## src/hw/rtl/rwphc_pkg.sv

```systemverilog
// ----------------------------------------------------------------------------
// rwphc_pkg
// Shared constants, register indexes and state encoding for the rolling
// window peak height compression block.
// ----------------------------------------------------------------------------
package rwphc_pkg;

  // Ring size; must be a power of two so slot pointers wrap naturally.
  localparam int SLOTS   = 8;
  localparam int SLOT_W  = $clog2(SLOTS);
  localparam int CNT_W   = $clog2(SLOTS + 1);

  localparam int WIN_W   = 20;
  localparam int PROD_W  = 30;                 // window_ms * 1000
  localparam int DUR_W   = PROD_W - SLOT_W;    // slot duration in us
  localparam int EL_W    = DUR_W + 1;          // elapsed time in slot

  localparam int DT_W    = 20;
  localparam int H_W     = 16;
  localparam int UP_W    = 18;
  localparam int Q16_W   = 17;
  localparam int EFF_W   = 22;
  localparam int STAND_W = 33;
  localparam int DIV_W   = 17;                 // quotient bits below overflow

  localparam logic [DUR_W-1:0]   MIN_SLOT_US   = DUR_W'(50000);
  localparam logic [Q16_W-1:0]   ONE_Q16       = Q16_W'(65536);
  localparam logic [Q16_W-1:0]   HIP_FLOOR     = Q16_W'(3277);
  localparam logic [Q16_W-1:0]   CONF_FLOOR    = Q16_W'(16384);
  localparam logic [STAND_W-1:0] STAND_MIN     = STAND_W'(64'd1048576);

  localparam logic [WIN_W-1:0]   WINDOW_RST    = WIN_W'(4000);
  localparam logic [15:0]        LEAN_RST      = 16'd0;
  localparam logic [Q16_W-1:0]   HIP_RST       = Q16_W'(32768);
  localparam logic [Q16_W-1:0]   MIN_ALPHA_RST = Q16_W'(0);

  typedef enum logic [1:0] {
    CFG_WINDOW    = 2'd0,
    CFG_LEAN      = 2'd1,
    CFG_HIP       = 2'd2,
    CFG_MIN_ALPHA = 2'd3
  } cfg_idx_t;

  typedef enum logic [3:0] {
    S_IDLE,
    S_NP_RD,
    S_NP_OUT,
    S_FIRST,
    S_ADD,
    S_ADV,
    S_RD,
    S_RMW,
    S_SCAN,
    S_SCAN_END,
    S_MUL1,
    S_MUL2,
    S_LEAN,
    S_DIV,
    S_FIN,
    S_DONE
  } state_t;

endpackage

```

## src/hw/rtl/rolling_window_peak_height_compression.sv

```systemverilog
// ----------------------------------------------------------------------------
// rolling_window_peak_height_compression
// Time-slotted sliding window maximum of head height with pelvis compression
// estimate. Slot peaks live in a small synchronous RAM.
// ----------------------------------------------------------------------------
//  channel | dir | handshake            | content
//  in_     | in  | in_tvalid/in_tready  | tuser: pose_present; tdata: sample
//  out_    | out | out_tvalid/out_tready| tuser: result_valid; tdata: result
//  cfg_    | in  | cfg_valid/cfg_ready  | cfg_index, cfg_data (always ready)
//
// One beat at a time. A later pose makes up to 21 slot advances for one delta,
// but up to about 2650 right after the window is shortened. The divider runs
// only for a valid result without overflow. rst_n is synchronous; no RAM
// clearing pass. A finished result waits in the output register while the
// next beat is accepted.
// ----------------------------------------------------------------------------
module rolling_window_peak_height_compression
  import rwphc_pkg::*;
(
  input  logic        clk,
  input  logic        rst_n,
  input  logic        in_tvalid,
  output logic        in_tready,
  input  logic [55:0] in_tdata,   // head_height[15:0], delta_time_us[35:16],
                                  // torso_upright[53:36], zero pad
  input  logic        in_tuser,   // pose_present
  output logic        out_tvalid,
  input  logic        out_tready,
  output logic [87:0] out_tdata,  // baseline_height[15:0], compression_alpha[32:16],
                                  // confidence[49:33], head_drop[65:50],
                                  // lean_compensation[81:66], zero pad
  output logic        out_tuser,  // result_valid
  input  logic        cfg_valid,
  output logic        cfg_ready,
  input  logic [1:0]  cfg_index,
  input  logic [19:0] cfg_data
);

  // config
  logic [WIN_W-1:0] window_r;
  logic [15:0]      lean_coef_r;
  logic [Q16_W-1:0] hip_r;
  logic [Q16_W-1:0] min_alpha_r;

  // control state
  state_t            state_r, state_nxt;
  logic              present_r, present_nxt;
  logic [SLOT_W-1:0] active_r, active_nxt;
  logic [EL_W-1:0]   elapsed_r, elapsed_nxt;
  logic [SLOTS-1:0]  filled_r, filled_nxt;
  logic [SLOT_W-1:0] scan_idx_r, scan_idx_nxt;
  logic              cmp_v_r, cmp_v_nxt;
  logic [SLOT_W-1:0] cmp_idx_r, cmp_idx_nxt;
  logic [4:0]        div_cnt_r, div_cnt_nxt;
  logic              out_valid_r, out_valid_nxt;

  // work registers
  logic signed [H_W-1:0]    h_r, h_nxt;
  logic [DT_W-1:0]          dt_r, dt_nxt;
  logic signed [UP_W-1:0]   up_r, up_nxt;
  logic [DUR_W-1:0]         dur_r, dur_nxt;
  logic signed [H_W-1:0]    base_r, base_nxt;
  logic [31:0]              p1_r, p1_nxt;
  logic [48:0]              p2_r, p2_nxt;
  logic [STAND_W-1:0]       stand_r, stand_nxt;
  logic [15:0]              drop_r, drop_nxt;
  logic [15:0]              lean_r, lean_nxt;
  logic [STAND_W-1:0]       rem_r, rem_nxt;
  logic [DIV_W-1:0]         q_r, q_nxt;
  logic                     valid_r, valid_nxt;
  logic                     ovf_r, ovf_nxt;

  // result holding
  logic                     res_valid_r, res_valid_nxt;
  logic [15:0]              res_base_r, res_base_nxt;
  logic [Q16_W-1:0]         res_alpha_r, res_alpha_nxt;
  logic [Q16_W-1:0]         res_conf_r, res_conf_nxt;
  logic [15:0]              res_drop_r, res_drop_nxt;
  logic [15:0]              res_lean_r, res_lean_nxt;

  logic [87:0]              out_data_r, out_data_nxt;
  logic                     out_user_r, out_user_nxt;

  // slot peak RAM
  logic signed [H_W-1:0] peak_mem [SLOTS];
  logic signed [H_W-1:0] rd_data_r;
  logic                  mem_we, mem_re;
  logic [SLOT_W-1:0]     mem_waddr, mem_raddr;

  logic [CNT_W-1:0]      fill_cnt;

  assign in_tready  = (state_r == S_IDLE);
  assign cfg_ready  = 1'b1;
  assign out_tvalid = out_valid_r;
  assign out_tdata  = out_data_r;
  assign out_tuser  = out_user_r;

  always_ff @(posedge clk) begin
    if (!rst_n) begin
      window_r    <= WINDOW_RST;
      lean_coef_r <= LEAN_RST;
      hip_r       <= HIP_RST;
      min_alpha_r <= MIN_ALPHA_RST;
    end else if (cfg_valid) begin
      case (cfg_idx_t'(cfg_index))
        CFG_WINDOW:    window_r    <= cfg_data;
        CFG_LEAN:      lean_coef_r <= cfg_data[15:0];
        CFG_HIP:       hip_r       <= cfg_data[Q16_W-1:0];
        CFG_MIN_ALPHA: min_alpha_r <= cfg_data[Q16_W-1:0];
        default: ;
      endcase
    end
  end

  always_ff @(posedge clk) begin
    if (mem_we) begin
      peak_mem[mem_waddr] <= h_r;
    end
    if (mem_re) begin
      rd_data_r <= peak_mem[mem_raddr];
    end
  end

  always_comb begin
    fill_cnt = '0;
    for (int i = 0; i < SLOTS; i++) begin
      fill_cnt = fill_cnt + CNT_W'(filled_r[i]);
    end
  end

  always_ff @(posedge clk) begin
    if (!rst_n) begin
      state_r     <= S_IDLE;
      present_r   <= 1'b0;
      active_r    <= '0;
      elapsed_r   <= '0;
      filled_r    <= '0;
      scan_idx_r  <= '0;
      cmp_v_r     <= 1'b0;
      cmp_idx_r   <= '0;
      div_cnt_r   <= '0;
      out_valid_r <= 1'b0;
    end else begin
      state_r     <= state_nxt;
      present_r   <= present_nxt;
      active_r    <= active_nxt;
      elapsed_r   <= elapsed_nxt;
      filled_r    <= filled_nxt;
      scan_idx_r  <= scan_idx_nxt;
      cmp_v_r     <= cmp_v_nxt;
      cmp_idx_r   <= cmp_idx_nxt;
      div_cnt_r   <= div_cnt_nxt;
      out_valid_r <= out_valid_nxt;
    end
  end

  always_ff @(posedge clk) begin
    h_r         <= h_nxt;
    dt_r        <= dt_nxt;
    up_r        <= up_nxt;
    dur_r       <= dur_nxt;
    base_r      <= base_nxt;
    p1_r        <= p1_nxt;
    p2_r        <= p2_nxt;
    stand_r     <= stand_nxt;
    drop_r      <= drop_nxt;
    lean_r      <= lean_nxt;
    rem_r       <= rem_nxt;
    q_r         <= q_nxt;
    valid_r     <= valid_nxt;
    ovf_r       <= ovf_nxt;
    res_valid_r <= res_valid_nxt;
    res_base_r  <= res_base_nxt;
    res_alpha_r <= res_alpha_nxt;
    res_conf_r  <= res_conf_nxt;
    res_drop_r  <= res_drop_nxt;
    res_lean_r  <= res_lean_nxt;
    out_data_r  <= out_data_nxt;
    out_user_r  <= out_user_nxt;
  end

  always_comb begin
    logic [PROD_W-1:0]      win_prod;
    logic [DUR_W-1:0]       dur_raw;
    logic [SLOT_W-1:0]      next_slot;
    logic [H_W:0]           drop_w;
    logic [15:0]            base_abs;
    logic [15:0]            base_clamp;
    logic [Q16_W-1:0]       ratio;
    logic [Q16_W-1:0]       up_c;
    logic [Q16_W-1:0]       tilt;
    logic [20:0]            lmag;
    logic [15:0]            lean_pos;
    logic [EFF_W-1:0]       eff;
    logic [STAND_W:0]       rem2;
    logic [Q16_W-1:0]       amin;
    logic [Q16_W-1:0]       alpha_d;
    logic [CNT_W+12:0]      conf_raw;

    state_nxt     = state_r;
    present_nxt   = present_r;
    active_nxt    = active_r;
    elapsed_nxt   = elapsed_r;
    filled_nxt    = filled_r;
    scan_idx_nxt  = scan_idx_r;
    cmp_v_nxt     = 1'b0;
    cmp_idx_nxt   = cmp_idx_r;
    div_cnt_nxt   = div_cnt_r;
    out_valid_nxt = out_valid_r;

    h_nxt         = h_r;
    dt_nxt        = dt_r;
    up_nxt        = up_r;
    dur_nxt       = dur_r;
    base_nxt      = base_r;
    p1_nxt        = p1_r;
    p2_nxt        = p2_r;
    stand_nxt     = stand_r;
    drop_nxt      = drop_r;
    lean_nxt      = lean_r;
    rem_nxt       = rem_r;
    q_nxt         = q_r;
    valid_nxt     = valid_r;
    ovf_nxt       = ovf_r;
    res_valid_nxt = res_valid_r;
    res_base_nxt  = res_base_r;
    res_alpha_nxt = res_alpha_r;
    res_conf_nxt  = res_conf_r;
    res_drop_nxt  = res_drop_r;
    res_lean_nxt  = res_lean_r;
    out_data_nxt  = out_data_r;
    out_user_nxt  = out_user_r;

    mem_we    = 1'b0;
    mem_waddr = active_r;
    mem_re    = 1'b0;
    mem_raddr = active_r;

    win_prod   = PROD_W'(window_r) * PROD_W'(1000);
    dur_raw    = win_prod[PROD_W-1:SLOT_W];
    next_slot  = active_r + SLOT_W'(1);
    drop_w     = {base_r[H_W-1], base_r} - {h_r[H_W-1], h_r};
    base_abs   = base_r[H_W-1] ? 16'(~base_r + 16'sd1) : 16'(base_r);
    base_clamp = (base_r < 16'sd16) ? 16'd16 : 16'(base_r);
    ratio      = (hip_r < HIP_FLOOR) ? HIP_FLOOR : hip_r;
    if (up_r < 18'sd0) begin
      up_c = '0;
    end else if (up_r > 18'sd65536) begin
      up_c = ONE_Q16;
    end else begin
      up_c = up_r[Q16_W-1:0];
    end
    tilt     = ONE_Q16 - up_c;
    lmag     = p2_r[48:28];
    lean_pos = (lmag > 21'(drop_r)) ? drop_r : lmag[15:0];
    if (base_r[H_W-1]) begin
      eff = EFF_W'(drop_r) + EFF_W'(lmag);
    end else begin
      eff = EFF_W'(drop_r - lean_pos);
    end
    rem2     = {rem_r, 1'b0};
    amin     = (min_alpha_r > ONE_Q16) ? ONE_Q16 : min_alpha_r;
    alpha_d  = ONE_Q16 - q_r;
    conf_raw = {fill_cnt, 13'd0};

    if (out_valid_r && out_tready) begin
      out_valid_nxt = 1'b0;
    end

    if (cmp_v_r && filled_r[cmp_idx_r] && (rd_data_r > base_r)) begin
      base_nxt = rd_data_r;
    end

    case (state_r)
      S_IDLE: begin
        if (in_tvalid) begin
          h_nxt    = in_tdata[15:0];
          dt_nxt   = in_tdata[35:16];
          up_nxt   = in_tdata[53:36];
          dur_nxt  = (dur_raw < MIN_SLOT_US) ? MIN_SLOT_US : dur_raw;
          if (!in_tuser) begin
            state_nxt = present_r ? S_NP_RD : S_NP_OUT;
          end else if (!present_r) begin
            state_nxt = S_FIRST;
          end else begin
            state_nxt = S_ADD;
          end
        end
      end
      S_NP_RD: begin
        mem_re    = 1'b1;
        state_nxt = S_NP_OUT;
      end
      S_NP_OUT: begin
        res_valid_nxt = 1'b0;
        res_base_nxt  = present_r ? 16'(rd_data_r) : 16'd0;
        res_alpha_nxt = ONE_Q16;
        res_conf_nxt  = '0;
        res_drop_nxt  = '0;
        res_lean_nxt  = '0;
        state_nxt     = S_DONE;
      end
      S_FIRST: begin
        mem_we       = 1'b1;
        mem_waddr    = '0;
        active_nxt   = '0;
        elapsed_nxt  = '0;
        filled_nxt   = SLOTS'(1);
        present_nxt  = 1'b1;
        base_nxt     = h_r;
        scan_idx_nxt = '0;
        state_nxt    = S_SCAN;
      end
      S_ADD: begin
        elapsed_nxt = elapsed_r + EL_W'(dt_r);
        state_nxt   = S_ADV;
      end
      S_ADV: begin
        if (elapsed_r >= EL_W'(dur_r)) begin
          elapsed_nxt           = elapsed_r - EL_W'(dur_r);
          active_nxt            = next_slot;
          mem_we                = 1'b1;
          mem_waddr             = next_slot;
          filled_nxt[next_slot] = 1'b1;
        end else begin
          state_nxt = S_RD;
        end
      end
      S_RD: begin
        mem_re    = 1'b1;
        state_nxt = S_RMW;
      end
      S_RMW: begin
        if (!filled_r[active_r] || (h_r > rd_data_r)) begin
          mem_we = 1'b1;
        end
        filled_nxt[active_r] = 1'b1;
        base_nxt     = h_r;
        scan_idx_nxt = '0;
        state_nxt    = S_SCAN;
      end
      S_SCAN: begin
        mem_re       = 1'b1;
        mem_raddr    = scan_idx_r;
        cmp_v_nxt    = 1'b1;
        cmp_idx_nxt  = scan_idx_r;
        scan_idx_nxt = scan_idx_r + SLOT_W'(1);
        if (scan_idx_r == SLOT_W'(SLOTS - 1)) begin
          state_nxt = S_SCAN_END;
        end
      end
      S_SCAN_END: begin
        state_nxt = S_MUL1;
      end
      S_MUL1: begin
        p1_nxt    = 32'(lean_coef_r) * 32'(base_abs);
        drop_nxt  = drop_w[15:0];
        state_nxt = S_MUL2;
      end
      S_MUL2: begin
        p2_nxt    = 49'(p1_r) * 49'(tilt);
        stand_nxt = STAND_W'(ratio) * STAND_W'(base_clamp);
        state_nxt = S_LEAN;
      end
      S_LEAN: begin
        lean_nxt    = base_r[H_W-1] ? 16'd0 : lean_pos;
        valid_nxt   = (stand_r > STAND_MIN);
        ovf_nxt     = ({eff, 15'd0} >= (EFF_W + 15)'(stand_r));
        rem_nxt     = STAND_W'({eff, 15'd0});
        q_nxt       = '0;
        div_cnt_nxt = '0;
        if ((stand_r > STAND_MIN) && !({eff, 15'd0} >= (EFF_W + 15)'(stand_r))) begin
          state_nxt = S_DIV;
        end else begin
          state_nxt = S_FIN;
        end
      end
      S_DIV: begin
        if (rem2 >= {1'b0, stand_r}) begin
          rem_nxt = STAND_W'(rem2 - {1'b0, stand_r});
          q_nxt   = {q_r[DIV_W-2:0], 1'b1};
        end else begin
          rem_nxt = rem2[STAND_W-1:0];
          q_nxt   = {q_r[DIV_W-2:0], 1'b0};
        end
        div_cnt_nxt = div_cnt_r + 5'd1;
        if (div_cnt_r == 5'(DIV_W - 1)) begin
          state_nxt = S_FIN;
        end
      end
      S_FIN: begin
        res_valid_nxt = valid_r;
        res_base_nxt  = 16'(base_r);
        res_drop_nxt  = drop_r;
        res_lean_nxt  = lean_r;
        if (!valid_r) begin
          res_alpha_nxt = ONE_Q16;
          res_conf_nxt  = '0;
        end else begin
          if (ovf_r || (q_r > ONE_Q16) || (alpha_d < amin)) begin
            res_alpha_nxt = amin;
          end else begin
            res_alpha_nxt = alpha_d;
          end
          if (conf_raw < (CNT_W + 13)'(CONF_FLOOR)) begin
            res_conf_nxt = CONF_FLOOR;
          end else if (conf_raw > (CNT_W + 13)'(ONE_Q16)) begin
            res_conf_nxt = ONE_Q16;
          end else begin
            res_conf_nxt = Q16_W'(conf_raw);
          end
        end
        state_nxt = S_DONE;
      end
      S_DONE: begin
        if (!out_valid_r || out_tready) begin
          out_valid_nxt = 1'b1;
          out_user_nxt  = res_valid_r;
          out_data_nxt  = {6'd0, res_lean_r, res_drop_r, res_conf_r,
                           res_alpha_r, res_base_r};
          state_nxt     = S_IDLE;
        end
      end
      default: begin
        state_nxt = S_IDLE;
      end
    endcase
  end

endmodule

```

## config.mk

```make
export PLATFORM = sky130hd
export DESIGN_NAME = rolling_window_peak_height_compression
export DESIGN_NICKNAME = d
export VERILOG_FILES = /design/src/hw/rtl/rwphc_pkg.sv /design/src/hw/rtl/rolling_window_peak_height_compression.sv
export SDC_FILE = /design/constraint.sdc
export NUM_CORES = 2
export LEC_CHECK = 0
export BUFFER_PORTS_ARGS = -buffer_cell sky130_fd_sc_hd__buf_2
export CAP_MARGIN = 20
export CORE_ASPECT_RATIO = 0.7
export CORE_UTILIZATION = 55
export DETAILED_ROUTE_END_ITERATION = 12
export GPL_TIMING_DRIVEN = 0
export PLACE_DENSITY_LB_ADDON = 0.25
export SYNTH_ARGS = -nofsm -noshare
export SYNTH_HDL_FRONTEND = slang
export SYNTH_SLANG_ARGS = --single-unit
```

## constraint.sdc

```tcl
create_clock -name clk -period 18.35 [get_ports clk]
set_clock_uncertainty 0.05 [all_clocks]
set_input_delay 3.67 -clock clk [delete_from_list [all_inputs] [get_ports clk]]
set_output_delay 3.67 -clock clk [all_outputs]
set_load 0.005 [all_outputs]
```

Word level (Yosys, flattened, before mapping)
Memories as Yosys holds them, arrays and structs flattened. A register that Yosys moved wholly into a read port is not among the register bits. Cells that the tools add are included.

Bits in writable memories: 128. Memories: 1. Word-level logic and storage cells: 207. Register bits after elaboration: 588. Output and inout port bits: 92.

Magnitude comparators: 22. Eq/ne operators: 26. Mux-type cells: 63. Bitwise operators: 3. Multipliers: 4. $add $sub $neg: 19. Reduce and logical (&&, ||, !) cells: 33.

Memories: peak_mem (depth 8, width 16, read ports 1, clocked after memory_dff 1, wr ports 1, line rolling_window_peak_height_compression.sv:85) `logic signed [H_W-1:0] peak_mem [SLOTS];`.

Operators with widths (number): $mux 17 (9); $pmux 17 s2 (3); $mux 16 (6); $pmux 16 s2 (3); $pmux 28 s3 (1); $pmux 33 s2 (1); $pmux 4 s14 (1); $gt 17x17->1 const B (3); $mul 32x17->49 (1); $ge 37x33->1 (1); $ge 34x33->1 (1); $sub 17x17->17 const A (2); $gt 33x21->1 const B (1); $mul 17x16->33 (1); $mux 33 (1); $sub 33x33->33 (1); $eq 4x4->1 const B (8); $gt 16x16->1 (2); $mul 16x16->32 (1); $add 28x20->28 (1); $ge 28x27->1 (1); $mux 28 (1); $sub 28x27->28 (1); $lt 27x16->1 const B (1); other kinds (54) (118).

Depth between registers and ports, before layout
Depth after elaboration: 12. Mapped depth: 40. Gate-level depth less buffers: 36.

Least setup slack after synthesis
OpenSTA, ideal clock, no wires.

Path type: input to register. Start point: in out_tready. End point: reg out_data_r[0] (netlist: out_tdata[0]), enable pin. Arrival time: 8.472 ns. Stages on the path: 2. Slack: 9.244 ns. Required time: 17.716 ns. Cells stage by stage: nor2b_1 nor3_1.

Word-level cells in the longest chain between the ends: 2.

Ends and longest elaborated chain: from (decl) (line rolling_window_peak_height_compression.sv:28) `input logic out_tready,`; $logic_or 1x1->1 (line rolling_window_peak_height_compression.sv:416) `if (!out_valid_r || out_tready) begin`; $reduce_and 2->1 (no line); to (signal assigned) (line rolling_window_peak_height_compression.sv:178) `out_data_r <= out_data_nxt;`; to (decl) (line rolling_window_peak_height_compression.sv:81) `logic [87:0] out_data_r, out_data_nxt;`.

No other way between the ends. A chain may end at the register's enable or synchronous reset.

Worst setup path after layout
Start point: reg up_r[6]. End point: reg p2_r[46] (data pin).

Word-level cells in the longest chain between the ends: 5.

Ends and longest elaborated chain: from (decl) (line rolling_window_peak_height_compression.sv:60) `logic signed [UP_W-1:0] up_r, up_nxt;`; from (signal assigned) (line rolling_window_peak_height_compression.sv:160) `up_r <= up_nxt;`; $gt 18x18->1 (line rolling_window_peak_height_compression.sv:248) `end else if (up_r > 18'sd65536) begin`; $mux 17 (line rolling_window_peak_height_compression.sv:248); $mux 17 * (line rolling_window_peak_height_compression.sv:246) `if (up_r < 18'sd0) begin`; $sub 17x17->17 * (line rolling_window_peak_height_compression.sv:253) `tilt = ONE_Q16 - up_c;`; $mul 32x17->49 * (line rolling_window_peak_height_compression.sv:361) `p2_nxt = 49'(p1_r) * 49'(tilt);`; to (signal assigned) (line rolling_window_peak_height_compression.sv:164) `p2_r <= p2_nxt;`; to (decl) (line rolling_window_peak_height_compression.sv:64) `logic [48:0] p2_r, p2_nxt;`.

Every way passes the cells marked *; elsewhere a longest branch is shown, timed or not.

==> results.cfg <==
[logic_synthesis]
ys.flop_type = edfxtp_1
yosys.area.top_type = fa_1
synth_top_area_frac = 0.2570
yosys.cell_types.count = 116
netlist_instances = 7511
avgSynthCellArea_um2 = 9.633
yosysWarnings = 0
synth_edf_count = 551
ys_top_cells_by_area = fa_1 26%, edfxtp_1 23%, ha_1 11%
ys_seq_elements = 678
synthArstFlopShare = 0
syn-cell-area_um2 = 72350
synth_seq_area_share = 0.2638

[final_layout]
nFillCells = 10970
drive_gt1_frac = 0.06665
nets = 9414
multi_input_area_um2 = 47050
syn2layout_area_growth_pct = 8.430
layout_common_cells = 1338 x inv_1, 1112 x nand2_1, 929 x fa_1
final_common_cell = inv_1
ff_latch_area_um2 = 19090
postLayoutCoreUtil = 0.6058
fin_cells = 9589

[worst_setup_path]
reg2reg_depth = 34
slowest_delay_ns = 0.86
cp-end-kind = flop
crit_top_cell = fa_1
r2r_start = up_r[6]
rrSetupSlack_ns = 5.42
reg2reg_to = p2_r[46]
endpoint = p2_r[46]
crit_required_ns = 18.74
critical_path_class = reg2reg
start_kind = flop
critPathLaunch = up_r[6]
cpMaxStageDelayCell = a211oi_1
critPathArrivalTime_ns = 13.32
path_max_fanout = 10

[clock_tree]
clkTransAtPathRegs_ns = 0.07
cts_setup_buffers = 0
hold_buffers = 0
clkLatencyLatePin_ns = 0.73
cts_max_path_buffers = 3
cts_root_buf = clkbuf_16
ctsHtreeMaxLevel = 3
cts_tree = built
cts_resized = 0
numCtsBuffers = 74
numClockSinks = 678

[global_route]
grtUsageTotal = 0.3120
grt.overflow.total = 0
grt_pass1_wl_um = 318900
grt_pass1_vias = 54640
antenna_found_initial = 9
grt_max_degree = 66

[floorplanning]
die_w_um = 435.5
row_count = 110
ios = 176
core_um2 = 129500
die_h_um = 305.5
start_util = 0.5587
die_area_um2 = 133000

[sta]
slew_headroom = 0.1827
fmax_mhz = 77.32
tightest_slew_ns = 1.217
fin_crit_ns = 12.93
setup_ws_ns = 5.417
tns_ns = 0
period_share = 0.7048
rsz0062_at_grt = no
finalMaxSlewViolations = 0
setup-violations-final = 0
hold_viol = 0

[drt]
drc_errors = 0
first_pass_iters = 7
vias_per_cell = 5.727
via_count = 54910
drt_iter0_drc = 5162
postRouteAntennaNets = 0
routedWlPerCell_um = 21.34
drt-total-wl_um = 204700

[placement]
place.detailed.instances = 9444
io_buffers = 151
pre_cts_ws_ns = 5.791
place_hpwl_um = 167700
gp_congestion = 0.9888

[min_path]
hp-class = reg2reg

[flow_run]
max_cap_violations = 0

[outcome]
outcome = complete, no violations
==> flip-flops by register name, indices dropped and copies added, names as in the netlist, 16 cells and up <==
name and cells:
drop_r 16, out_tdata 69, stand_r 33, rem_r 33, peak_mem 128, window_r 20, res_drop_r 16, h_r 16
lean_r 16, up_r 18, p1_r 32, res_lean_r 16, res_alpha_r 17, hip_r 17, base_r 16, res_base_r 16
elapsed_r 28, p2_r 21, min_alpha_r 17, dur_r 27, rd_data_r 16, q_r 17, lean_coef_r 16, dt_r 20
==> how the worst min path moves through the flow <==
stage	slack, ns	cells after the start	start	end
after floorplan	0.35	0	res_base_r[0]	out_tdata[0]
after global placement	0.35	0	res_alpha_r[16]	out_tdata[32]
after detailed placement	0.35	0	res_lean_r[7]	out_tdata[73]
after CTS	0.37	0	res_alpha_r[15]	out_tdata[31]
after global routing	0.37	0	res_lean_r[13]	out_tdata[79]
final	0.37	0	res_lean_r[7]	out_tdata[73]
==> metal layers <==
| metal | track usage | share of wire |
|---|---|---|
| met5 | 0 | 0.000064 |
| met4 | 0.07280 | 0.024 |
| met3 | 0.08816 | 0.12 |
| met2 | 0.4459 | 0.41 |
| met1 | 0.4674 | 0.44 |
==> cell type report <==
cell class	instances	share of cell area
clock inverter	54	0.008692
buffer	313	0.01694
sequential	678	0.2433
tap	1736	0.02769
inverter	1343	0.06426
clock buffer	83	0.02443
multi-input combinational	5195	0.5997
timing repair buffer	181	0.01483
antenna	6	0.0001914
==> cell usage after synthesis (82+ instances only) <==
cell type / count
clkbuf_1: 238
edfxtp_1: 551
dfxtp_1: 127
fa_1: 929
nor2_1: 363
ha_1: 615
and2_1: 276
nor2b_1: 82
o21ai_0: 187
a21oi_1: 352
nor3_1: 101
inv_1: 1338
xnor2_1: 165
nand3_1: 88
nand2_1: 1112
a21o_1: 96
==> critical path: cells and delay by family (launching register included) <==
family / cells / cell delay, ns
adder cells (fa/ha/maj): 8 / 3.69
flip-flops: 1 / 0.51
AO/OA/AOI/OAI: 10 / 4.09
XOR/XNOR: 2 / 0.88
AND/OR/NAND/NOR: 6 / 1.43
buffers and inverters: 8 / 2.02
==> kinds of logic (layout without fill, tap and decap cells) <==
kind of cell | after synthesis | in the layout | share of synthesized area
buffers and inverters | 1656 | 1974 | 0.08798
muxes | 83 | 83 | 0.01804
DFF | 678 | 678 | 0.2638
AOI/OAI and AO/OA | 1007 | 1007 | 0.09086
xor gates and xnor gates | 239 | 239 | 0.02903
and+or+nand+nor | 2302 | 2302 | 0.1468
adders and majority gates | 1544 | 1544 | 0.3634
other | 2 | 26 | 0.0001038
==> metrics by stage <==
step | area [um^2] | hold slack, ns
2_1_floorplan | 72420 | 0.3503
3_3_place_gp | 75350 | 0.3546
3_5_place_dp | 75830 | 0.3545
4_1_cts | 78420 | 0.3705
5_1_grt | 78440 | 0.3750
6_report | 78450 | 0.3668
Power is not shown: default switching activity piles up to over one toggle a cycle in this logic, so the estimate is an artifact.
